## config.mk

```make
export PLATFORM = sky130hd
export DESIGN_NAME = terminal_key_decoder_flat
export DESIGN_NICKNAME = d
export VERILOG_FILES = /design/src/rtl/tkd_pkg.sv /design/src/rtl/tkd_byte_if.sv /design/src/rtl/tkd_key_if.sv /design/src/rtl/tkd_front.sv /design/src/rtl/tkd_back.sv /design/src/rtl/terminal_key_decoder.sv /design/src/flat_wrapper.sv
export SDC_FILE = /design/constraint.sdc
export NUM_CORES = 1
export LEC_CHECK = 0
export BUFFER_PORTS_ARGS = -buffer_cell sky130_fd_sc_hd__buf_2
export CAP_MARGIN = 40
export CORE_MARGIN = 2
export CORE_UTILIZATION = 50
export CTS_BUF_LIST = sky130_fd_sc_hd__clkbuf_4
export DETAILED_ROUTE_END_ITERATION = 6
export PLACE_DENSITY = 0.68
export RECOVER_POWER = 50
export SETUP_SLACK_MARGIN = 0.4
export SLEW_MARGIN = 20
export SYNTH_ARGS = -nofsm -noshare
export SYNTH_HDL_FRONTEND = slang
export SYNTH_SLANG_ARGS = --single-unit
```

## constraint.sdc

```tcl
create_clock -name clk -period 7.5 [get_ports clk]
set_input_delay 1.5 -clock clk [delete_from_list [all_inputs] [get_ports clk]]
set_output_delay 1.5 -clock clk [all_outputs]
set_load 0.03 [all_outputs]
```

## src/rtl/tkd_pkg.sv

```systemverilog
// Types, codes and byte classification functions for the terminal key decoder.
`default_nettype none

package tkd_pkg;

    typedef enum logic [1:0] {
        OP_FEED  = 2'd0,
        OP_FLUSH = 2'd1,
        OP_CLEAR = 2'd2,
        OP_NOP   = 2'd3
    } op_t;

    typedef enum logic [1:0] {
        PH_IDLE = 2'd0,
        PH_UTF8 = 2'd1,
        PH_ESC  = 2'd2,
        PH_SEQ  = 2'd3
    } phase_t;

    typedef enum logic [2:0] {
        PM_EMPTY         = 3'd0,
        PM_ONE           = 3'd1,
        PM_ONE_SEMI      = 3'd2,
        PM_ONE_SEMI_FIVE = 3'd3,
        PM_THREE         = 3'd4,
        PM_FOUR_EIGHT    = 3'd5,
        PM_SEVEN         = 3'd6,
        PM_OTHER         = 3'd7
    } pm_t;

    typedef enum logic [4:0] {
        KEY_CHAR        = 5'd0,
        KEY_ENTER       = 5'd1,
        KEY_BACKSPACE   = 5'd2,
        KEY_TAB         = 5'd3,
        KEY_HOME        = 5'd4,
        KEY_LEFT        = 5'd5,
        KEY_INTERRUPT   = 5'd6,
        KEY_EOF         = 5'd7,
        KEY_END         = 5'd8,
        KEY_RIGHT       = 5'd9,
        KEY_KILL_TO_END = 5'd10,
        KEY_DOWN        = 5'd11,
        KEY_UP          = 5'd12,
        KEY_CLEAR_LINE  = 5'd13,
        KEY_DELETE_WORD = 5'd14,
        KEY_WORD_LEFT   = 5'd15,
        KEY_WORD_RIGHT  = 5'd16,
        KEY_DELETE      = 5'd17
    } key_kind_t;

    typedef struct packed {
        op_t        op;
        logic [7:0] data;
    } cmd_t;

    typedef struct packed {
        key_kind_t   kind;
        logic [2:0]  len;
        logic [31:0] text;
    } key_item_t;

    typedef struct packed {
        key_item_t item;
        logic      last;
    } res_t;

    typedef struct packed {
        logic      hit;
        key_kind_t kind;
    } key_hit_t;

    localparam logic [7:0] ESC_BYTE     = 8'h1B;
    localparam logic [7:0] CSI_BYTE     = 8'h5B;
    localparam logic [7:0] SS3_BYTE     = 8'h4F;
    localparam logic [7:0] PRINT_LOW    = 8'h20;
    localparam logic [7:0] PARAM_HIGH   = 8'h3F;
    localparam logic [7:0] CONT_MASK    = 8'hC0;
    localparam logic [7:0] CONT_TAG     = 8'h80;
    localparam logic [7:0] CH_ONE       = 8'h31;
    localparam logic [7:0] CH_THREE     = 8'h33;
    localparam logic [7:0] CH_FOUR      = 8'h34;
    localparam logic [7:0] CH_FIVE      = 8'h35;
    localparam logic [7:0] CH_SEVEN     = 8'h37;
    localparam logic [7:0] CH_EIGHT     = 8'h38;
    localparam logic [7:0] CH_SEMI      = 8'h3B;
    localparam logic [7:0] CH_UP        = 8'h41;
    localparam logic [7:0] CH_DOWN      = 8'h42;
    localparam logic [7:0] CH_RIGHT     = 8'h43;
    localparam logic [7:0] CH_LEFT      = 8'h44;
    localparam logic [7:0] CH_END       = 8'h46;
    localparam logic [7:0] CH_HOME      = 8'h48;
    localparam logic [7:0] CH_TILDE     = 8'h7E;

    function automatic key_hit_t control_key(input logic [7:0] b);
        key_hit_t r;
        r.hit  = 1'b1;
        r.kind = KEY_CHAR;
        case (b)
            8'h0D, 8'h0A: r.kind = KEY_ENTER;
            8'h08, 8'h7F: r.kind = KEY_BACKSPACE;
            8'h09:        r.kind = KEY_TAB;
            8'h01:        r.kind = KEY_HOME;
            8'h02:        r.kind = KEY_LEFT;
            8'h03:        r.kind = KEY_INTERRUPT;
            8'h04:        r.kind = KEY_EOF;
            8'h05:        r.kind = KEY_END;
            8'h06:        r.kind = KEY_RIGHT;
            8'h0B:        r.kind = KEY_KILL_TO_END;
            8'h0E:        r.kind = KEY_DOWN;
            8'h10:        r.kind = KEY_UP;
            8'h15:        r.kind = KEY_CLEAR_LINE;
            8'h17:        r.kind = KEY_DELETE_WORD;
            default:      r.hit  = 1'b0;
        endcase
        return r;
    endfunction

    // 0 means not a valid lead byte
    function automatic logic [2:0] utf8_len(input logic [7:0] b);
        logic [2:0] len;
        if (b < 8'h80)
            len = 3'd1;
        else if (b >= 8'hC2 && b <= 8'hDF)
            len = 3'd2;
        else if (b >= 8'hE0 && b <= 8'hEF)
            len = 3'd3;
        else if (b >= 8'hF0 && b <= 8'hF4)
            len = 3'd4;
        else
            len = 3'd0;
        return len;
    endfunction

    function automatic logic is_cont(input logic [7:0] b);
        return (b & CONT_MASK) == CONT_TAG;
    endfunction

    function automatic pm_t next_param(input pm_t pm, input logic [7:0] c);
        pm_t r;
        r = PM_OTHER;
        if (pm == PM_EMPTY) begin
            if (c == CH_ONE)
                r = PM_ONE;
            else if (c == CH_THREE)
                r = PM_THREE;
            else if (c == CH_FOUR || c == CH_EIGHT)
                r = PM_FOUR_EIGHT;
            else if (c == CH_SEVEN)
                r = PM_SEVEN;
        end else if (pm == PM_ONE && c == CH_SEMI) begin
            r = PM_ONE_SEMI;
        end else if (pm == PM_ONE_SEMI && c == CH_FIVE) begin
            r = PM_ONE_SEMI_FIVE;
        end
        return r;
    endfunction

    function automatic key_hit_t final_key(input logic [7:0] c, input pm_t pm);
        key_hit_t r;
        logic     ctl;
        ctl    = (pm == PM_ONE_SEMI_FIVE);
        r.hit  = 1'b1;
        r.kind = KEY_CHAR;
        case (c)
            CH_UP:    r.kind = KEY_UP;
            CH_DOWN:  r.kind = KEY_DOWN;
            CH_RIGHT: r.kind = ctl ? KEY_WORD_RIGHT : KEY_RIGHT;
            CH_LEFT:  r.kind = ctl ? KEY_WORD_LEFT : KEY_LEFT;
            CH_HOME:  r.kind = KEY_HOME;
            CH_END:   r.kind = KEY_END;
            CH_TILDE: begin
                if (pm == PM_ONE || pm == PM_SEVEN)
                    r.kind = KEY_HOME;
                else if (pm == PM_THREE)
                    r.kind = KEY_DELETE;
                else if (pm == PM_FOUR_EIGHT)
                    r.kind = KEY_END;
                else
                    r.hit = 1'b0;
            end
            default:  r.hit = 1'b0;
        endcase
        return r;
    endfunction

endpackage

`default_nettype wire

```

## src/rtl/tkd_byte_if.sv

```systemverilog
// Input channel: one terminal request of mode and data byte.
`default_nettype none

interface tkd_byte_if;
    logic       valid;
    logic       ready;
    logic [1:0] mode;
    logic [7:0] data_byte;

    modport source (output valid, output mode, output data_byte, input ready);
    modport sink   (input valid, input mode, input data_byte, output ready);
endinterface

`default_nettype wire

```

## src/rtl/tkd_key_if.sv

```systemverilog
// Output channel: one decoded key per request.
`default_nettype none

interface tkd_key_if;
    logic        valid;
    logic        ready;
    logic [4:0]  key_kind;
    logic [2:0]  text_length;
    logic [31:0] text_bytes;
    logic        last_of_run;

    modport source (output valid, output key_kind, output text_length,
                    output text_bytes, output last_of_run, input ready);
    modport sink   (input valid, input key_kind, input text_length,
                    input text_bytes, input last_of_run, output ready);
endinterface

`default_nettype wire

```

## src/rtl/tkd_front.sv

```systemverilog
// Front end: takes input requests, decodes the mode and queues commands.
`default_nettype none

module tkd_front import tkd_pkg::*;
(
    input  logic       clk,
    input  logic       rst_n,
    tkd_byte_if.sink   bytes,
    output logic       cmd_valid,
    input  logic       cmd_ready,
    output cmd_t       cmd
);

    localparam int QDEPTH = 2;
    localparam int PTR_W  = $clog2(QDEPTH);
    localparam int CNT_W  = $clog2(QDEPTH + 1);

    cmd_t             q_reg [QDEPTH];
    logic [PTR_W-1:0] wr_ptr_reg, wr_ptr_next;
    logic [PTR_W-1:0] rd_ptr_reg, rd_ptr_next;
    logic [CNT_W-1:0] cnt_reg, cnt_next;
    op_t              op;
    logic             push;
    logic             pop;

    always_comb
    begin
        case (bytes.mode)
            2'd0:    op = OP_FEED;
            2'd1:    op = OP_FLUSH;
            2'd2:    op = OP_CLEAR;
            default: op = OP_NOP;
        endcase
    end

    assign bytes.ready = (cnt_reg != CNT_W'(QDEPTH));
    // mode three changes nothing, so it never enters the queue
    assign push        = bytes.valid && bytes.ready && (op != OP_NOP);
    assign cmd_valid   = (cnt_reg != '0);
    assign pop         = cmd_valid && cmd_ready;
    assign cmd         = q_reg[rd_ptr_reg];

    always_comb
    begin
        wr_ptr_next = push ? wr_ptr_reg + 1'b1 : wr_ptr_reg;
        rd_ptr_next = pop ? rd_ptr_reg + 1'b1 : rd_ptr_reg;
        cnt_next    = cnt_reg;
        if (push && !pop)
            cnt_next = cnt_reg + 1'b1;
        else if (pop && !push)
            cnt_next = cnt_reg - 1'b1;
    end

    always_ff @(posedge clk or negedge rst_n)
    begin
        if (!rst_n)
        begin
            wr_ptr_reg <= '0;
            rd_ptr_reg <= '0;
            cnt_reg    <= '0;
        end
        else
        begin
            wr_ptr_reg <= wr_ptr_next;
            rd_ptr_reg <= rd_ptr_next;
            cnt_reg    <= cnt_next;
        end
    end

    always_ff @(posedge clk)
    begin
        if (push)
        begin
            q_reg[wr_ptr_reg].op   <= op;
            q_reg[wr_ptr_reg].data <= bytes.data_byte;
        end
    end

endmodule

`default_nettype wire

```

## src/rtl/tkd_back.sv

```systemverilog
// Back end: byte sequencer that decodes control, UTF-8 and escape input into keys.
`default_nettype none

module tkd_back import tkd_pkg::*;
#(
    parameter int MAX_PENDING = 64
)
(
    input  logic       clk,
    input  logic       rst_n,
    input  logic       cmd_valid,
    output logic       cmd_ready,
    input  cmd_t       cmd,
    tkd_key_if.source  keys
);

    localparam int HC_W = $clog2(MAX_PENDING + 1);

    phase_t          phase_reg, phase_next;
    logic [HC_W-1:0] hc_reg, hc_next;
    logic [2:0]      exp_reg, exp_next;
    pm_t             pm_reg, pm_next;
    logic [2:0][7:0] held_reg, held_next;
    // work list: the fed byte, or bytes replayed after a bad UTF-8 lead
    logic [2:0][7:0] wq_reg, wq_next;
    logic [1:0]      wq_cnt_reg, wq_cnt_next;
    // newest key waits here until we know whether it ends the run
    logic            hold_valid_reg, hold_valid_next;
    key_item_t       hold_reg, hold_next;
    logic            out_valid_reg, out_valid_next;
    res_t            out_reg, out_next;

    logic [7:0]      b;
    logic [1:0]      n;
    key_hit_t        ck;
    key_hit_t        fk;
    logic [2:0]      u8len;
    logic            ok;
    logic [2:0]      rc;
    logic [31:0]     text;
    logic [2:0]      text_len;
    logic            can_push;
    logic            emit_valid;
    key_item_t       emit_item;

    assign cmd_ready = (wq_cnt_reg == 2'd0) && !hold_valid_reg;
    assign can_push  = !out_valid_reg || keys.ready;

    always_comb
    begin
        b     = wq_reg[0];
        n     = hc_reg[1:0];
        ck    = control_key(b);
        fk    = final_key(b, pm_reg);
        u8len = utf8_len(b);
        ok    = is_cont(b) && (n < 2'd2 || is_cont(held_reg[1]))
                && (n < 2'd3 || is_cont(held_reg[2]));
        rc    = {1'b0, n} + {1'b0, wq_cnt_reg} - 3'd1;
        case (n)
            2'd1:
            begin
                text     = {16'h0, b, held_reg[0]};
                text_len = 3'd2;
            end
            2'd2:
            begin
                text     = {8'h0, b, held_reg[1], held_reg[0]};
                text_len = 3'd3;
            end
            2'd3:
            begin
                text     = {b, held_reg[2], held_reg[1], held_reg[0]};
                text_len = 3'd4;
            end
            default:
            begin
                text     = {24'h0, b};
                text_len = 3'd1;
            end
        endcase
    end

    always_comb
    begin
        phase_next      = phase_reg;
        hc_next         = hc_reg;
        exp_next        = exp_reg;
        pm_next         = pm_reg;
        held_next       = held_reg;
        wq_next         = wq_reg;
        wq_cnt_next     = wq_cnt_reg;
        hold_valid_next = hold_valid_reg;
        hold_next       = hold_reg;
        out_valid_next  = out_valid_reg;
        out_next        = out_reg;
        emit_valid      = 1'b0;
        emit_item.kind  = KEY_CHAR;
        emit_item.len   = 3'd0;
        emit_item.text  = 32'd0;

        if (out_valid_reg && keys.ready)
            out_valid_next = 1'b0;

        if (cmd_valid && cmd_ready)
        begin
            case (cmd.op)
                OP_FEED:
                begin
                    if (hc_reg >= HC_W'(MAX_PENDING))
                    begin
                        phase_next = PH_IDLE;
                        hc_next    = '0;
                        exp_next   = 3'd0;
                        pm_next    = PM_EMPTY;
                    end
                    else
                    begin
                        wq_next[0]  = cmd.data;
                        wq_cnt_next = 2'd1;
                    end
                end
                OP_FLUSH:
                begin
                    if (phase_reg == PH_ESC || phase_reg == PH_SEQ)
                    begin
                        phase_next = PH_IDLE;
                        hc_next    = '0;
                        exp_next   = 3'd0;
                        pm_next    = PM_EMPTY;
                    end
                end
                OP_CLEAR:
                begin
                    phase_next = PH_IDLE;
                    hc_next    = '0;
                    exp_next   = 3'd0;
                    pm_next    = PM_EMPTY;
                end
                default:
                begin
                end
            endcase
        end
        else if (wq_cnt_reg != 2'd0 && can_push)
        begin
            wq_next[0]  = wq_reg[1];
            wq_next[1]  = wq_reg[2];
            wq_cnt_next = wq_cnt_reg - 2'd1;
            case (phase_reg)
                PH_IDLE:
                begin
                    if (b == ESC_BYTE)
                    begin
                        phase_next = PH_ESC;
                        hc_next    = HC_W'(1);
                    end
                    else if (ck.hit)
                    begin
                        emit_valid     = 1'b1;
                        emit_item.kind = ck.kind;
                    end
                    else if (b >= PRINT_LOW && u8len == 3'd1)
                    begin
                        emit_valid     = 1'b1;
                        emit_item.len  = 3'd1;
                        emit_item.text = {24'h0, b};
                    end
                    else if (b >= PRINT_LOW && u8len != 3'd0)
                    begin
                        held_next[0] = b;
                        hc_next      = HC_W'(1);
                        exp_next     = u8len;
                        phase_next   = PH_UTF8;
                    end
                end
                PH_UTF8:
                begin
                    if (({1'b0, n} + 3'd1) < exp_reg)
                    begin
                        held_next[n] = b;
                        hc_next      = HC_W'({1'b0, n} + 3'd1);
                    end
                    else
                    begin
                        phase_next = PH_IDLE;
                        hc_next    = '0;
                        exp_next   = 3'd0;
                        pm_next    = PM_EMPTY;
                        if (ok)
                        begin
                            emit_valid     = 1'b1;
                            emit_item.len  = text_len;
                            emit_item.text = text;
                        end
                        else
                        begin
                            // drop the lead, decode the rest again ahead of pending bytes
                            case (n)
                                2'd2:    wq_next = {wq_reg[1], b, held_reg[1]};
                                2'd3:    wq_next = {b, held_reg[2], held_reg[1]};
                                default: wq_next = {wq_reg[2], wq_reg[1], b};
                            endcase
                            wq_cnt_next = rc[1:0];
                        end
                    end
                end
                PH_ESC:
                begin
                    if (b == CSI_BYTE || b == SS3_BYTE)
                    begin
                        phase_next = PH_SEQ;
                        hc_next    = HC_W'(2);
                        pm_next    = PM_EMPTY;
                    end
                    else
                    begin
                        phase_next = PH_IDLE;
                        hc_next    = '0;
                        exp_next   = 3'd0;
                        pm_next    = PM_EMPTY;
                    end
                end
                PH_SEQ:
                begin
                    if (b >= PRINT_LOW && b <= PARAM_HIGH)
                    begin
                        hc_next = hc_reg + HC_W'(1);
                        pm_next = next_param(pm_reg, b);
                    end
                    else
                    begin
                        phase_next = PH_IDLE;
                        hc_next    = '0;
                        exp_next   = 3'd0;
                        pm_next    = PM_EMPTY;
                        if (fk.hit)
                        begin
                            emit_valid     = 1'b1;
                            emit_item.kind = fk.kind;
                        end
                    end
                end
                default:
                begin
                end
            endcase

            if (emit_valid)
            begin
                if (hold_valid_reg)
                begin
                    out_valid_next = 1'b1;
                    out_next.item  = hold_reg;
                    out_next.last  = 1'b0;
                end
                hold_next       = emit_item;
                hold_valid_next = 1'b1;
            end
        end
        else if (hold_valid_reg && can_push)
        begin
            // work list drained: the held key is the last of its run
            out_valid_next  = 1'b1;
            out_next.item   = hold_reg;
            out_next.last   = 1'b1;
            hold_valid_next = 1'b0;
        end
    end

    always_ff @(posedge clk or negedge rst_n)
    begin
        if (!rst_n)
        begin
            phase_reg      <= PH_IDLE;
            hc_reg         <= '0;
            exp_reg        <= 3'd0;
            pm_reg         <= PM_EMPTY;
            wq_cnt_reg     <= 2'd0;
            hold_valid_reg <= 1'b0;
            out_valid_reg  <= 1'b0;
        end
        else
        begin
            phase_reg      <= phase_next;
            hc_reg         <= hc_next;
            exp_reg        <= exp_next;
            pm_reg         <= pm_next;
            wq_cnt_reg     <= wq_cnt_next;
            hold_valid_reg <= hold_valid_next;
            out_valid_reg  <= out_valid_next;
        end
    end

    always_ff @(posedge clk)
    begin
        held_reg <= held_next;
        wq_reg   <= wq_next;
        hold_reg <= hold_next;
        out_reg  <= out_next;
    end

    assign keys.valid       = out_valid_reg;
    assign keys.key_kind    = out_reg.item.kind;
    assign keys.text_length = out_reg.item.len;
    assign keys.text_bytes  = out_reg.item.text;
    assign keys.last_of_run = out_reg.last;

endmodule

`default_nettype wire

```

## src/rtl/terminal_key_decoder.sv

```systemverilog
// Top level of the terminal key decoder.
`default_nettype none

// Terminal key decoder. Each input request carries a mode (feed a byte, flush a
// pending escape sequence, clear everything held) and a byte; each output request
// is one key, with last_of_run set on the final key caused by an input. A fed
// byte may yield zero to three keys. Feed, flush and clear requests enter a
// two-entry command queue; the back-end sequencer takes a command, then decodes
// one byte per cycle while the key side does not stall (the fed byte, or up to
// three more when a bad UTF-8 lead is dropped and its followers are replayed),
// then releases the final key; it takes no new command until the work list is
// empty and the final key is released. An escape sequence longer than
// MAX_PENDING held bytes is discarded silently.
module terminal_key_decoder import tkd_pkg::*;
#(
    parameter int MAX_PENDING = 64
)
(
    input  logic      clk,
    input  logic      rst_n,
    tkd_byte_if.sink  bytes,
    tkd_key_if.source keys
);

    logic cmd_valid;
    logic cmd_ready;
    cmd_t cmd;

    tkd_front u_front
    (
        .clk       (clk),
        .rst_n     (rst_n),
        .bytes     (bytes),
        .cmd_valid (cmd_valid),
        .cmd_ready (cmd_ready),
        .cmd       (cmd)
    );

    tkd_back #(
        .MAX_PENDING (MAX_PENDING)
    ) u_back
    (
        .clk       (clk),
        .rst_n     (rst_n),
        .cmd_valid (cmd_valid),
        .cmd_ready (cmd_ready),
        .cmd       (cmd),
        .keys      (keys)
    );

endmodule

`default_nettype wire

```

## src/flat_wrapper.sv

```systemverilog
// flat-port wrapper written by rule: the top's interface ports become plain ports
module terminal_key_decoder_flat import tkd_pkg::*;
#(
    parameter int MAX_PENDING = 64
)
  (clk, rst_n, bytes_valid, bytes_mode, bytes_data_byte, bytes_ready, keys_valid, keys_key_kind, keys_text_length, keys_text_bytes, keys_last_of_run, keys_ready);
  tkd_byte_if bytes_i ();
  tkd_key_if keys_i ();
  input  logic clk;
  input  logic rst_n;
  input wire logic [$bits(bytes_i.valid)-1:0] bytes_valid;
  input wire logic [$bits(bytes_i.mode)-1:0] bytes_mode;
  input wire logic [$bits(bytes_i.data_byte)-1:0] bytes_data_byte;
  output wire logic [$bits(bytes_i.ready)-1:0] bytes_ready;
  output wire logic [$bits(keys_i.valid)-1:0] keys_valid;
  output wire logic [$bits(keys_i.key_kind)-1:0] keys_key_kind;
  output wire logic [$bits(keys_i.text_length)-1:0] keys_text_length;
  output wire logic [$bits(keys_i.text_bytes)-1:0] keys_text_bytes;
  output wire logic [$bits(keys_i.last_of_run)-1:0] keys_last_of_run;
  input wire logic [$bits(keys_i.ready)-1:0] keys_ready;
  assign bytes_i.valid = bytes_valid;
  assign bytes_i.mode = bytes_mode;
  assign bytes_i.data_byte = bytes_data_byte;
  assign bytes_ready = bytes_i.ready;
  assign keys_valid = keys_i.valid;
  assign keys_key_kind = keys_i.key_kind;
  assign keys_text_length = keys_i.text_length;
  assign keys_text_bytes = keys_i.text_bytes;
  assign keys_last_of_run = keys_i.last_of_run;
  assign keys_i.ready = keys_ready;
  terminal_key_decoder #(.MAX_PENDING(MAX_PENDING)) u_core (.clk(clk), .rst_n(rst_n), .bytes(bytes_i), .keys(keys_i));
endmodule
```

# [Word-level counts from Yosys, hierarchy flattened]
# Memory sizes are Yosys's and may differ from the RTL's.
# Cells that the tools add are included.
# W data, S select, Z words.
[op_classes] reduce_logical=62 bitwise=3 add_sub_neg=10 n_eq_ne=79 magnitude_cmp=15 muxes=130
[op_table] operator="$mux W41" n=4
[op_table] operator="$pmux W32 S3" n=1
[op_table] operator="$eq A8 B7 Y1 const B" n=10
[op_table] operator="$mux W8" n=10
[op_table] operator="$mux W35" n=2
[op_table] operator="$pmux W35 S2" n=1
[op_table] operator="$mux W3" n=23
[op_table] operator="$mux W33" n=2
[op_table] operator="$mux W7" n=9
[op_table] operator="$eq A8 B6 Y1 const B" n=7
[op_table] operator="$pmux W4 S14" n=1
[op_table] operator="$eq A8 B4 Y1 const B" n=6
[op_table] operator="$mux W16" n=3
[op_table] operator="$pmux W24 S2" n=1
[op_table] operator="$mux W2" n=23
[op_table] operator="$mux W40" n=1
[op_table] operator="$pmux W5 S7" n=1
[op_table] operator="$eq A8 B5 Y1 const B" n=4
[op_table] operator="$mux W5" n=6
[op_table] operator="$pmux W7 S4" n=1
[op_table] operator="$pmux W3 S3" n=3
[op_table] operator="$mux W1" n=25
[op_table] operator="$bwmux W24" n=1
[op_table] operator="$eq A8 B3 Y1 const B" n=3
[op_table] operator="60 further kinds" n=151
[word_totals] mem_count=1 input_bits=14 output_inout_bits=43 wordCells=323 ram_bits=20 ff_bits=152
[memory_table] memory="u_core.u_front.q_reg" words=2 width=10 read_ports=1 rd_ports_with_merged_regs=0 write_ports=1 line="tkd_front.sv:18" rtl="cmd_t q_reg [QDEPTH];"

# [Longest topological paths before layout]
[depth] word_depth=17 mapped_depth=10 ltp_nobuf=9

# [Cells and area by module]
# Synthesis repeated with hierarchy kept, for this count alone.
[hier_totals] hier_cells=621 hier_area_um2=7997.7
[by_module_without_submodules] mod="tkd_back" area_per_inst_um2=7039.3 instances=1 seq_area_each_um2=4349.2 cells_each=568
[by_module_without_submodules] mod="tkd_front" area_per_inst_um2=958.4 instances=1 seq_area_each_um2=700.7 cells_each=53

# [Least setup slack after synthesis]
# Ideal clock, no wire load.
[synth_path] path_kind="register -> register" startpoint="register u_core.u_back.hc_reg[1]" endpoint="register u_core.u_back.out_reg, in the netlist u_core.u_back.keys.key_kind[0], enable pin" synth_period_minus_slack_ns=5.887 arrival_ns=5.386 path_stages_with_launch=11 t_required_ns=6.999 setup_ns=0.501 path_buffers=1 path_slack_ns=1.613 cell_sequence="dfrtp_1 -> clkbuf_1 -> inv_1 -> ha_1 -> ha_1 -> nand2_1 -> o21ai_0 -> and3_1 -> a2bb2oi_1 -> o21ai_1 -> a211oi_1"
[synth_between] elab_chain_len=11 word_cells_on_any_way=15 classes_between="add/sub (1); order compare (3); eq/ne (1); mux (5); reduce/logical (5)"
[synth_rtl] element="start: declaration" line="tkd_back.sv:20" rtl="logic [HC_W-1:0] hc_reg, hc_next;"
[synth_rtl] element="start signal: assignment" line="tkd_back.sv:285" rtl="hc_reg <= hc_next;"
[synth_rtl] element="branches (longest 5 deep; another with $add A2 B1 Y3)"
[synth_rtl] element="$mux W1 *" line="tkd_back.sv:178" rtl="if (({1'b0, n} + 3'd1) < exp_reg)"
[synth_rtl] element="$pmux W1 S3 *" line="tkd_back.sv:149" rtl="case (phase_reg)"
[synth_rtl] element="$mux W1 *" line="tkd_back.sv:144" rtl="else if (wq_cnt_reg != 2'd0 && can_push)"
[synth_rtl] element="$mux W1 *" line="tkd_back.sv:104" rtl="if (cmd_valid && cmd_ready)"
[synth_rtl] element="$ne A2 B1 Y1 (no source line) *"
[synth_rtl] element="$reduce_and A4 Y1 (no source line) *"
[synth_rtl] element="end signal: assignment" line="tkd_back.sv:299" rtl="out_reg <= out_next;"
[synth_rtl] element="end: declaration" line="tkd_back.sv:31" rtl="res_t out_reg, out_next;"
# Every way passes the cells marked *. The select of a mux whose other input is x is not followed.
# A chain may end at the register's enable or synchronous reset.

# [Worst setup path after layout]
[layout_path] startpoint="register u_core.u_back.hc_reg[1]" endpoint="register u_core.u_back.out_reg, in the netlist u_core.u_back.keys.text_bytes[1], enable pin"
# Same word-level chain as after synthesis.

==> results.toml <==
[layout]
multi_input_comb_area_um2 = 2540
syn_to_final_growth_pct = 9.12
postLayoutCoreUtil = 0.561
drive_gt1_frac = 0.102
seqCellArea_um2 = 5050
layout.nets = 702
largest_reg_flops = 40
n_fill_cell = 1303
fin_area_um2 = 8560

[critical_path]
crit_chain = "ha_1 > clkbuf_1 > a221oi_1 > and3_1 > a2bb2oi_1 > o21ai_1 > a211oi_4 > buf_4"
rrSetupSlack_ns = 3.06
endpoint = "u_core.u_back.keys.text_bytes[1]$_DFFE_PP_"
required_ns = 7.70
crit_path_top_delay_cell = "a221oi_1"
crit_cells = 8
arrival_ns = 4.64
critPathMaxFanout = 41
crit_family = "compound AO/OA/AOI/OAI gates"
endpoint_kind = "register"
reg2reg_to = "u_core.u_back.keys.text_bytes[1]$_DFFE_PP_"
start_kind = "register"
startpoint = "u_core.u_back.hc_reg[1]$_DFFE_PN0P_"
critPathBufInv = 2
crit_type = "reg2reg"
timing.rr.start = "u_core.u_back.hc_reg[1]$_DFFE_PN0P_"
slowest_delay_ns = 0.72
ff2ff_path_depth = 8

[yosys]
yosys-top-cells-area = "edfxtp_1 (57%), dfrtp_1 (7.3%), nand2_1 (2.4%)"
synth_warnings = 0
synthDominantCellAreaShare = 0.570
synth.yosys.seq_area_share = 0.644
ys_types = 73
syn_inst = 623
synthFlopType = "edfxtp_1"
synth-seq-cells = 172
synthArstFlopShare = 0.134
synth_edf_count = 149
syn_area_per_cell_um2 = 12.6
syn-cell-area_um2 = 7850
yosysTopAreaCell = "edfxtp_1"

[power]
p_leak_nw = 2.90
power_density_nw_per_um2 = 459
fin_total_pwr_mw = 3.93
ir_drop_v = 0.000207

[sta]
worstMarginPinSlew_ns = 1.80
rsz0062_at_grt = "no"
setup_viol = 0
skew_ns = 0.0183
period_share = 0.592
tns_ns = 0
hold_viol_final = 0
relSlewSlack = -0.199
max_freq_mhz = 225
timing.final.crit_period_ns = 4.44
drv_slew = 70

[drt]
via_count = 5153
antenna_left = 0
drt-wirelength-per-cell_um = 17.6
first_pass_iters = 5
viasPerCell = 5.73
drtIter0Drc = 487
wl_um = 15800
drc = 0

[global_route]
grt_overflow = 0
grt_pass1_wl_um = 25400
top_usage_layer = "met2"
grt_usage = 0.197
met2_usage = 0.302
grt_pass1_vias = 4805
grt_antenna_before_repair = 1
grt_max_degree = 42
gr-usage-met3 = 0.0475
use_met1 = 0.283

[flow_run]
maxCapViolCount = 2

[place]
portBuffers = 56
gp_congestion = 0.842
place_area_um2 = 8350
dp_hpwl_um = 10800

[clocking]
cts-root-buf = "clkbuf_4"
postCtsHoldBufs = 0
clockBufferDepth = 2
cts_setup_buffers = 0
numClockSinks = 172
cts_resized = 0
cts.htree.levels = 4
insertion_delay_ns = 0.56
clk_pin_slew_worst_paths_ns = 0.14
cts_tree = "yes"
numCtsBuffers = 17

[die]
io_pins = 57
core_area_um2 = 15300
die_height_um = 129
die_w_um = 129
initial_core_util = 0.514
rows = 45
dieArea_um2 = 16700

[min_path]
hp-class = "reg2reg"
hold_path_startpoint = "u_core.u_back.hold_reg[3]$_SDFFCE_PN0P_"

[status]
violations = "max-capacitance violations, max-slew violations"
outcome = "finished with violations"
## cells in the final DEF, fill, tap and decap left out, drive strengths merged, types with 4 or more instances in the layout
cell type	Yosys	final
nor4	4	4
a21oi	20	20
nand2	51	51
mux2i	9	9
nor2b	17	17
a211oi	14	14
ha	13	13
nor3b	4	4
a31oi	12	12
a32o	5	5
and3	9	9
nand3	7	7
or3	5	5
edfxtp	149	149
and2	15	15
buf	14	17
nand2b	14	14
o21ai	34	34
mux2	11	11
clkbuf	27	74
nor2	44	44
o211ai	4	4
xnor2	5	5
dfrtp	23	23
a22oi	16	16
nor3	13	13
a22o	12	12
inv	22	29
## cells by family (layout without fill, tap and decap cells)
kind of cell,Yosys count,in the layout,share of synthesized area
AND/OR/NAND/NOR,198,198,0.134
flip-flops,172,172,0.644
AO/OA/AOI/OAI,148,148,0.131
buffers and inverters,63,126,0.0340
multiplexers,20,20,0.0277
adder cells (fa/ha/maj),13,13,0.0207
XOR/XNOR,8,8,0.00893
other,1,4,0.000478
## cell type report
class / instances / share of cell area
Sequential cell: 172 / 0.590
Antenna cell: 1 / 0.000292
Clock buffer: 19 / 0.0167
Clock inverter: 13 / 0.0175
Tap cell: 211 / 0.0308
Inverter: 22 / 0.00964
Timing Repair Buffer: 72 / 0.0387
Multi-Input combinational cell: 390 / 0.297
## worst reg2reg max path, cell delays in order, from the launching register on
cell and delay [ns]:
dfrtp_1 0.55, ha_1 0.27, clkbuf_1 0.69, a221oi_1 0.73, and3_1 0.54, a2bb2oi_1 0.33, o21ai_1 0.21, a211oi_4 0.28
buf_4 0.47
## how the worst min path moves through the flow
stage | slack (ns) | cells after the start | endpoint
after global placement | 0.40 | 0 | u_core.u_back.keys.text_bytes[21]$_DFFE_PP_
after detailed placement | 0.40 | 0 | u_core.u_back.keys.key_kind[3]$_DFFE_PP_
final | 0.43 | 0 | u_core.u_back.keys.text_bytes[3]$_DFFE_PP_
after global routing | 0.44 | 0 | u_core.u_back.keys.text_bytes[3]$_DFFE_PP_
after floorplan | 0.40 | 0 | u_core.u_back.keys.key_kind[0]$_DFFE_PP_
after CTS | 0.43 | 0 | u_core.u_back.keys.key_kind[3]$_DFFE_PP_
## layer usage
| layer | routed length [um] | vias up | share of wire |
|---|---|---|---|
| li1 | - | 2446 | - |
| met1 | 7280 | 2472 | 0.46 |
| met5 | 0 | - | 0 |
| met4 | 242 | 0 | 0.015 |
| met2 | 7150 | 214 | 0.45 |
| met3 | 1170 | 21 | 0.074 |
## synthesized netlist by cell type (all sizes together) (3+ instances only)
cell type / count
dfrtp: 23
a211oi: 14
o21bai: 3
mux2: 11
nand2b: 14
mux2i: 9
nor3: 13
nor3b: 4
or3: 5
nand2: 51
a22o: 12
a21o: 3
and3: 9
edfxtp: 149
a21oi: 20
clkbuf: 27
and2: 15
a32o: 5
a31oi: 12
xor2: 3
inv: 22
nor2b: 17
o211ai: 4
xnor2: 5
a22oi: 16
buf: 14
nand3: 7
nand3b: 3
ha: 13
nand4: 3
o21ai: 34
nor4: 4
nor2: 44
## stage by stage
stage,hold slack (ns),setup slack [ns],instances
6_report,0.429,3.06,900
5_1_grt,0.436,2.81,900
4_1_cts,0.433,3.46,896
3_5_place_dp,0.405,3.53,864
3_3_place_gp,0.403,3.63,859
2_1_floorplan,0.400,1.61,625
## where the power goes
part           switching [mW]  internal (mW)  total [mW]
registers               0.198           1.57        1.77
clock network           0.341          0.187       0.528
logic                    1.14          0.494        1.64
total                    1.68           2.25        3.93
No activity file was read; power rests on OpenSTA's default activity.
